`src/design/ppu_pkg.sv`:
```
// Types, constants and helpers of the particle pool.
package ppu_pkg;

  localparam logic [1:0] MODE_SPAWN = 2'd0;
  localparam logic [1:0] MODE_TICK  = 2'd1;
  localparam logic [1:0] MODE_KILL1 = 2'd2;
  localparam logic [1:0] MODE_KALL  = 2'd3;

  localparam logic CFG_LIMIT = 1'b0;
  localparam logic CFG_ALPHA = 1'b1;

  localparam int unsigned DT_MAX     = 205;
  localparam int unsigned LIMIT_MIN  = 64;
  localparam int unsigned ALPHA_ONE  = 256;
  localparam int unsigned DIV_LANES  = 5;
  localparam int unsigned DIV_STEPS  = 16;
  localparam logic signed [12:0] GRAV_Q8 = -13'sd2509;
  localparam logic signed [23:0] FLOOR_Y = -24'sd128000;
  localparam logic [15:0] RECIP5     = 16'd52429;

  typedef struct packed {
    logic [1:0]         mode;
    logic signed [23:0] pos_x;
    logic signed [23:0] pos_y;
    logic signed [23:0] pos_z;
    logic signed [23:0] vel_x;
    logic signed [23:0] vel_y;
    logic signed [23:0] vel_z;
    logic [15:0]        lifetime;
    logic [15:0]        start_size;
    logic [31:0]        colour;
    logic [15:0]        time_step;
    logic [7:0]         slot;
  } ppu_in_t;

  typedef struct packed {
    logic       accepted;
    logic [7:0] slot_used;
    logic [8:0] active_count;
  } ppu_out_t;

  typedef struct packed {
    logic signed [23:0] pos_x;
    logic signed [23:0] pos_y;
    logic signed [23:0] pos_z;
    logic signed [23:0] vel_x;
    logic signed [23:0] vel_y;
    logic signed [23:0] vel_z;
    logic [15:0]        tot;
    logic [15:0]        size;
    logic [15:0]        size_end;
    logic [7:0]         red;
    logic [7:0]         green;
    logic [7:0]         blue;
    logic [7:0]         alpha;
    logic [7:0]         red_end;
    logic [7:0]         green_end;
  } ppu_rec_t;

  typedef enum logic [4:0] {
    ST_RST_CLR,
    ST_IDLE,
    ST_DISPATCH,
    ST_SP_RD,
    ST_SP_CHK,
    ST_TK_RD,
    ST_TK_CHK,
    ST_TK_MUL,
    ST_TK_POS,
    ST_TK_YCHK,
    ST_TK_SMUL,
    ST_TK_SUM,
    ST_TK_DIVGO,
    ST_TK_DIV,
    ST_TK_WB,
    ST_TK_END,
    ST_KALL,
    ST_DONE
  } ppu_state_e;

  typedef struct packed {
    logic in_ready;
    logic addr_clr;
    logic addr_inc;
    logic rd;
    logic life_zero_wr;
    logic use_slot;
    logic spawn_wr;
    logic gdt_load;
    logic age;
    logic mul;
    logic pos;
    logic smul;
    logic sum;
    logic div_go;
    logic wb;
    logic wb_shape;
    logic cnt_clr;
    logic cnt_inc;
    logic live_from_cnt;
    logic live_clr;
    logic out_load;
  } ppu_cmd_t;

  typedef struct packed {
    logic [1:0] mode;
    logic       addr_last;
    logic       below_limit;
    logic       life_zero;
    logic       life_le_dt;
    logic       y_dead;
    logic       tot_zero;
    logic       slot_ok;
    logic       div_busy;
    logic       out_free;
  } ppu_sts_t;

  function automatic logic signed [23:0] sat24(input logic signed [25:0] x);
    logic signed [25:0] hi;
    logic signed [25:0] lo;
    hi = 26'sd8388607;
    lo = -26'sd8388608;
    if (x > hi) return 24'sh7FFFFF;
    if (x < lo) return 24'sh800000;
    return x[23:0];
  endfunction

endpackage

```
`src/design/ppu_ctrl.sv`:
```
// Sequencer for spawn, tick, kill and clearing sweeps.
module ppu_ctrl (
  input  logic              clk_i,
  input  logic              rst_ni,
  input  logic              in_valid_i,
  input  ppu_pkg::ppu_sts_t sts_i,
  output ppu_pkg::ppu_cmd_t cmd_o
);

  ppu_pkg::ppu_state_e state_q, state_d;

  always_ff @(posedge clk_i or negedge rst_ni) begin
    if (!rst_ni) state_q <= ppu_pkg::ST_RST_CLR;
    else         state_q <= state_d;
  end

  always_comb begin
    state_d = state_q;
    unique case (state_q)
      ppu_pkg::ST_RST_CLR: if (sts_i.addr_last) state_d = ppu_pkg::ST_IDLE;
      ppu_pkg::ST_IDLE:    if (in_valid_i) state_d = ppu_pkg::ST_DISPATCH;
      ppu_pkg::ST_DISPATCH: begin
        unique case (sts_i.mode)
          ppu_pkg::MODE_SPAWN:
            state_d = sts_i.below_limit ? ppu_pkg::ST_SP_RD : ppu_pkg::ST_DONE;
          ppu_pkg::MODE_TICK:  state_d = ppu_pkg::ST_TK_RD;
          ppu_pkg::MODE_KILL1: state_d = ppu_pkg::ST_DONE;
          default:             state_d = ppu_pkg::ST_KALL;
        endcase
      end
      ppu_pkg::ST_SP_RD: state_d = ppu_pkg::ST_SP_CHK;
      ppu_pkg::ST_SP_CHK: begin
        if (sts_i.life_zero || sts_i.addr_last) state_d = ppu_pkg::ST_DONE;
        else                                    state_d = ppu_pkg::ST_SP_RD;
      end
      ppu_pkg::ST_TK_RD: state_d = ppu_pkg::ST_TK_CHK;
      ppu_pkg::ST_TK_CHK: begin
        if (sts_i.life_zero || sts_i.life_le_dt)
          state_d = sts_i.addr_last ? ppu_pkg::ST_TK_END : ppu_pkg::ST_TK_RD;
        else
          state_d = ppu_pkg::ST_TK_MUL;
      end
      ppu_pkg::ST_TK_MUL: state_d = ppu_pkg::ST_TK_POS;
      ppu_pkg::ST_TK_POS: state_d = ppu_pkg::ST_TK_YCHK;
      ppu_pkg::ST_TK_YCHK: begin
        if (sts_i.y_dead || sts_i.tot_zero)
          state_d = sts_i.addr_last ? ppu_pkg::ST_TK_END : ppu_pkg::ST_TK_RD;
        else
          state_d = ppu_pkg::ST_TK_SMUL;
      end
      ppu_pkg::ST_TK_SMUL:  state_d = ppu_pkg::ST_TK_SUM;
      ppu_pkg::ST_TK_SUM:   state_d = ppu_pkg::ST_TK_DIVGO;
      ppu_pkg::ST_TK_DIVGO: state_d = ppu_pkg::ST_TK_DIV;
      ppu_pkg::ST_TK_DIV:   if (!sts_i.div_busy) state_d = ppu_pkg::ST_TK_WB;
      ppu_pkg::ST_TK_WB:
        state_d = sts_i.addr_last ? ppu_pkg::ST_TK_END : ppu_pkg::ST_TK_RD;
      ppu_pkg::ST_TK_END: state_d = ppu_pkg::ST_DONE;
      ppu_pkg::ST_KALL:   if (sts_i.addr_last) state_d = ppu_pkg::ST_DONE;
      ppu_pkg::ST_DONE:   if (sts_i.out_free) state_d = ppu_pkg::ST_IDLE;
      default:            state_d = ppu_pkg::ST_IDLE;
    endcase
  end

  always_comb begin
    cmd_o = '0;
    unique case (state_q)
      ppu_pkg::ST_RST_CLR, ppu_pkg::ST_KALL: begin
        cmd_o.life_zero_wr = 1'b1;
        cmd_o.addr_inc     = !sts_i.addr_last;
      end
      ppu_pkg::ST_IDLE: cmd_o.in_ready = 1'b1;
      ppu_pkg::ST_DISPATCH: begin
        cmd_o.addr_clr = 1'b1;
        unique case (sts_i.mode)
          ppu_pkg::MODE_SPAWN: ;
          ppu_pkg::MODE_TICK: begin
            cmd_o.gdt_load = 1'b1;
            cmd_o.cnt_clr  = 1'b1;
          end
          ppu_pkg::MODE_KILL1: begin
            cmd_o.life_zero_wr = sts_i.slot_ok;
            cmd_o.use_slot     = 1'b1;
          end
          default: cmd_o.live_clr = 1'b1;
        endcase
      end
      ppu_pkg::ST_SP_RD: cmd_o.rd = 1'b1;
      ppu_pkg::ST_SP_CHK: begin
        cmd_o.spawn_wr = sts_i.life_zero;
        cmd_o.addr_inc = !sts_i.life_zero && !sts_i.addr_last;
      end
      ppu_pkg::ST_TK_RD: cmd_o.rd = 1'b1;
      ppu_pkg::ST_TK_CHK: begin
        cmd_o.cnt_inc = !sts_i.life_zero;
        if (sts_i.life_zero || sts_i.life_le_dt) begin
          cmd_o.life_zero_wr = !sts_i.life_zero;
          cmd_o.addr_inc     = !sts_i.addr_last;
        end else begin
          cmd_o.age = 1'b1;
        end
      end
      ppu_pkg::ST_TK_MUL: cmd_o.mul = 1'b1;
      ppu_pkg::ST_TK_POS: cmd_o.pos = 1'b1;
      ppu_pkg::ST_TK_YCHK: begin
        if (sts_i.y_dead) begin
          cmd_o.life_zero_wr = 1'b1;
          cmd_o.addr_inc     = !sts_i.addr_last;
        end else if (sts_i.tot_zero) begin
          cmd_o.wb       = 1'b1;
          cmd_o.addr_inc = !sts_i.addr_last;
        end else begin
          cmd_o.smul = 1'b1;
        end
      end
      ppu_pkg::ST_TK_SMUL:  cmd_o.sum = 1'b1;
      ppu_pkg::ST_TK_SUM:   cmd_o.div_go = 1'b1;
      ppu_pkg::ST_TK_DIVGO: ;
      ppu_pkg::ST_TK_DIV:   ;
      ppu_pkg::ST_TK_WB: begin
        cmd_o.wb       = 1'b1;
        cmd_o.wb_shape = 1'b1;
        cmd_o.addr_inc = !sts_i.addr_last;
      end
      ppu_pkg::ST_TK_END: cmd_o.live_from_cnt = 1'b1;
      ppu_pkg::ST_DONE:   cmd_o.out_load = sts_i.out_free;
      default: ;
    endcase
  end

endmodule

```
`config.mk`:
```
export PLATFORM = sky130hd
export DESIGN_NAME = ppu_ctrl
export DESIGN_NICKNAME = d
export VERILOG_FILES = /design/src/design/ppu_pkg.sv /design/src/design/ppu_ctrl.sv
export SDC_FILE = /design/constraint.sdc
export NUM_CORES = 1
export LEC_CHECK = 0
export BUFFER_PORTS_ARGS = -buffer_cell sky130_fd_sc_hd__buf_2
export CAP_MARGIN = 20
export CORE_MARGIN = 10
export CORE_UTILIZATION = 45
export DETAILED_ROUTE_END_ITERATION = 8
export PLACE_DENSITY = 0.84
export SYNTH_ARGS = -nofsm -noshare
export SYNTH_HDL_FRONTEND = slang
export SYNTH_SLANG_ARGS = --single-unit
```
`constraint.sdc`:
```
create_clock -name clk_i -period 1.81 [get_ports clk_i]
set_input_delay 0.362 -clock clk_i [delete_from_list [all_inputs] [get_ports clk_i]]
set_output_delay 0.362 -clock clk_i [all_outputs]
set_load 0.005 [all_outputs]
```
==> flow_metrics.tcl <==
set metrics [dict create \
    instances_no_fill 183 \
    dieArea_um2 3615 \
    synth_edf_count 0 \
    antenna_found_initial 0 \
    largest_reg_flops 5 \
    path_clk_slew_ns 0.05 \
    vias_per_cell 6.760 \
    cp.required_ns 1.45 \
    crit_path_end_kind "output pin" \
    crit_arrival_ns 1.80 \
    cts_sinks 5 \
    cts_buffers 3 \
    ant_nets 0 \
    die_w_um 60.13 \
    port_buffers 34 \
    synth-seq-cells 5 \
    cts_tree "built" \
    dp_hpwl_mm 2.294 \
    synthCells 100 \
    path_class "register to output pin" \
    startpoint_type "register" \
    pin_count 35 \
    p_sw_uw 913.4 \
    syn_avg_cell_area_um2 7.244 \
    worst_slew_pin_slew_ns 0.4897 \
    drv_cap 0 \
    clk_latency_ns 0.25 \
    post-route-drc-count 0 \
    hp-class "input pin to async pin" \
    max_slew_margin_pct 66.51 \
    grt_pass1_wl_mm 5.175 \
    failed_checks "setup timing" \
    period_minus_slack_ns 2.159 \
    async_flop_share_pct 100.0 \
    start_util_pct 48.09 \
    setup_ws_ns -0.3486 \
    fmax_mhz 463.3 \
    seqPwrFrac_pct 10.8 \
    ff2ff_path_depth 5 \
    grt_max_degree 23 \
    setup_viol_count_final 20 \
    top_register "state_q" \
    die_h_um 60.13 \
    ctsHtreeMaxLevel 1 \
    crit_path_max_fanout 6 \
    drive_above_1_share_pct 59.04 \
    pre_cts_slack_ns -0.07885 \
    hold-worst-slack_ns 0.4621 \
    core_area_um2 1506 \
    dp.cells 163 \
    skew_ns 0.005437 \
    overflow 0 \
    gp_congestion 0.8604 \
    final_cell_mix "buf_2 (33), buf_4 (27), buf_6 (8)" \
    yosysUniqueCellTypes 50 \
    switching_share_pct 47.72 \
    clkPwrFrac_pct 7.3 \
    vias 1237 \
    first_global_vias 1057 \
    drtIter0Drc 142 \
    p_leak_uw 0.0006367 \
    syn2layout_area_growth_pct 84.80 \
    ys.flop_type "dfrtp_1" \
    clock_path_buffers 2 \
    ys_seq_area_share_pct 17.27 \
    synth_area_um2 724.4 \
    routed_wl_mm 4.355 \
    synth_nets 114 \
    top_regs "state_q x5" \
    grt.total_usage_pct 18.24 \
    dr.pass1.iters 5 \
    internal_power_uw 1001 \
    finalCritPeriodShare_pct 119.3 \
    nets 181 \
    final_common_cell "buf_2" \
    drv_slew 0 \
    status "complete, but fails checks" \
    vdd_drop_max_mv 1.046 \
    synth_warnings 0 \
    rows 14 \
    rsz0062_at_grt "yes" \
    wl_per_cell_um 23.80 \
    finalHoldViolCount 0 \
    p_comb_share_pct 81.8 \
    root_buffer "clkbuf_4" \
    power.density_nw_per_um2 1430 \
]
## routing by layer
metal / wire length (um) / global-route usage, % / vias up
met2: 2113 / 31.03 / 124
li1: - / - / 511
met4: 267 / 10.90 / 0
met1: 1493 / 19.71 / 567
met3: 480 / 4.449 / 35
met5: 0 / 0 / -
## power by group through the flow
stage                     Clock, uW  Sequential [uW]  Combinational (uW)
final                           140              208                1570
after global routing            157              209                1640
after CTS                       129              213                1240
after detailed placement          0              205                1020
after global placement            0              199                 993
after floorplan                   0              202                 590
## cells in the mapped netlist, types with 2 or more instances
master	instances	area share (%)
a211oi_1	3	3.1
a21oi_1	5	3.5
and3_1	2	1.7
buf_2	3	2.1
clkbuf_1	2	1.0
dfrtp_1	5	17
nand2_1	8	4.1
nand2b_1	5	4.3
nor2_1	8	4.1
nor2b_1	3	2.6
nor3_1	7	4.8
nor4_1	3	2.6
o21ai_0	6	4.1
o21ai_1	4	2.8
## critical path, stage by stage (launching register included)
cell and delay (ns):
dfrtp_1 0.40, or3b_4 0.47, nor3_4 0.20, and3b_1 0.23, a21o_1 0.13, buf_2 0.12
## worst paths after layout
| kind | from | endpoint | slack (ns) |
|---|---|---|---|
| max | state_q[0]$_DFFE_PN0P_ | cmd_o[16] | -0.35 |
| min | rst_ni | state_q[4]$_DFFE_PN0P_ | 0.46 |
| max reg2reg | state_q[0]$_DFFE_PN0P_ | state_q[3]$_DFFE_PN0P_ | -0.01 |
| min reg2reg | state_q[4]$_DFFE_PN0P_ | state_q[2]$_DFFE_PN0P_ | 0.82 |
| max in group asynchronous | rst_ni | state_q[3]$_DFFE_PN0P_ | 1.19 |
| min in group clk_i | sts_i[10] | state_q[2]$_DFFE_PN0P_ | 0.49 |
## logic make-up after synthesis
| logic type | count (synthesis) | share of synthesized area (%) |
|---|---|---|
| multiplexers | 1 | 1.554 |
| buffers and inverters | 10 | 7.252 |
| XOR/XNOR | 1 | 1.209 |
| AO/OA/AOI/OAI | 31 | 29.02 |
| AND/OR/NAND/NOR | 52 | 43.70 |
| flip-flops | 5 | 17.27 |
## repair_timing
item | 4_1_cts | 5_1_grt
gates resized for setup | 16 | 16
hold buffers | 1 | 0
endpoints found under the setup margin | 17 | 22
hold endpoints to repair | 5 | 0
setup buffers | 9 | 5
pin swaps | 8 | 3
## final cells by class
| cell class | instances | area, um2 |
|---|---|---|
| Multi-Input combinational cell | 85 | 666.9 |
| Timing Repair Buffer | 70 | 488.0 |
| Fill cell | 74 | 167.7 |
| Sequential cell | 5 | 127.6 |
| Clock buffer | 4 | 26.28 |
| Tap cell | 16 | 20.02 |
| Inverter | 2 | 7.507 |
| Antenna cell | 1 | 2.502 |
## through the flow
stage / utilization, % / TNS [ns] / area, um2 / total power [uW]
6_report: 88.87 / -3.512 / 1339 / 1914
4_1_cts: 80.65 / -1.694 / 1215 / 1584
3_3_place_gp: 68.19 / -0.04567 / 1027 / 1191
2_1_floorplan: - / 0 / 724.4 / 792.0
3_5_place_dp: 68.19 / -0.1177 / 1027 / 1223
5_1_grt: 88.70 / -4.829 / 1336 / 2005
Note: power is estimated with default switching activity, not from simulation.
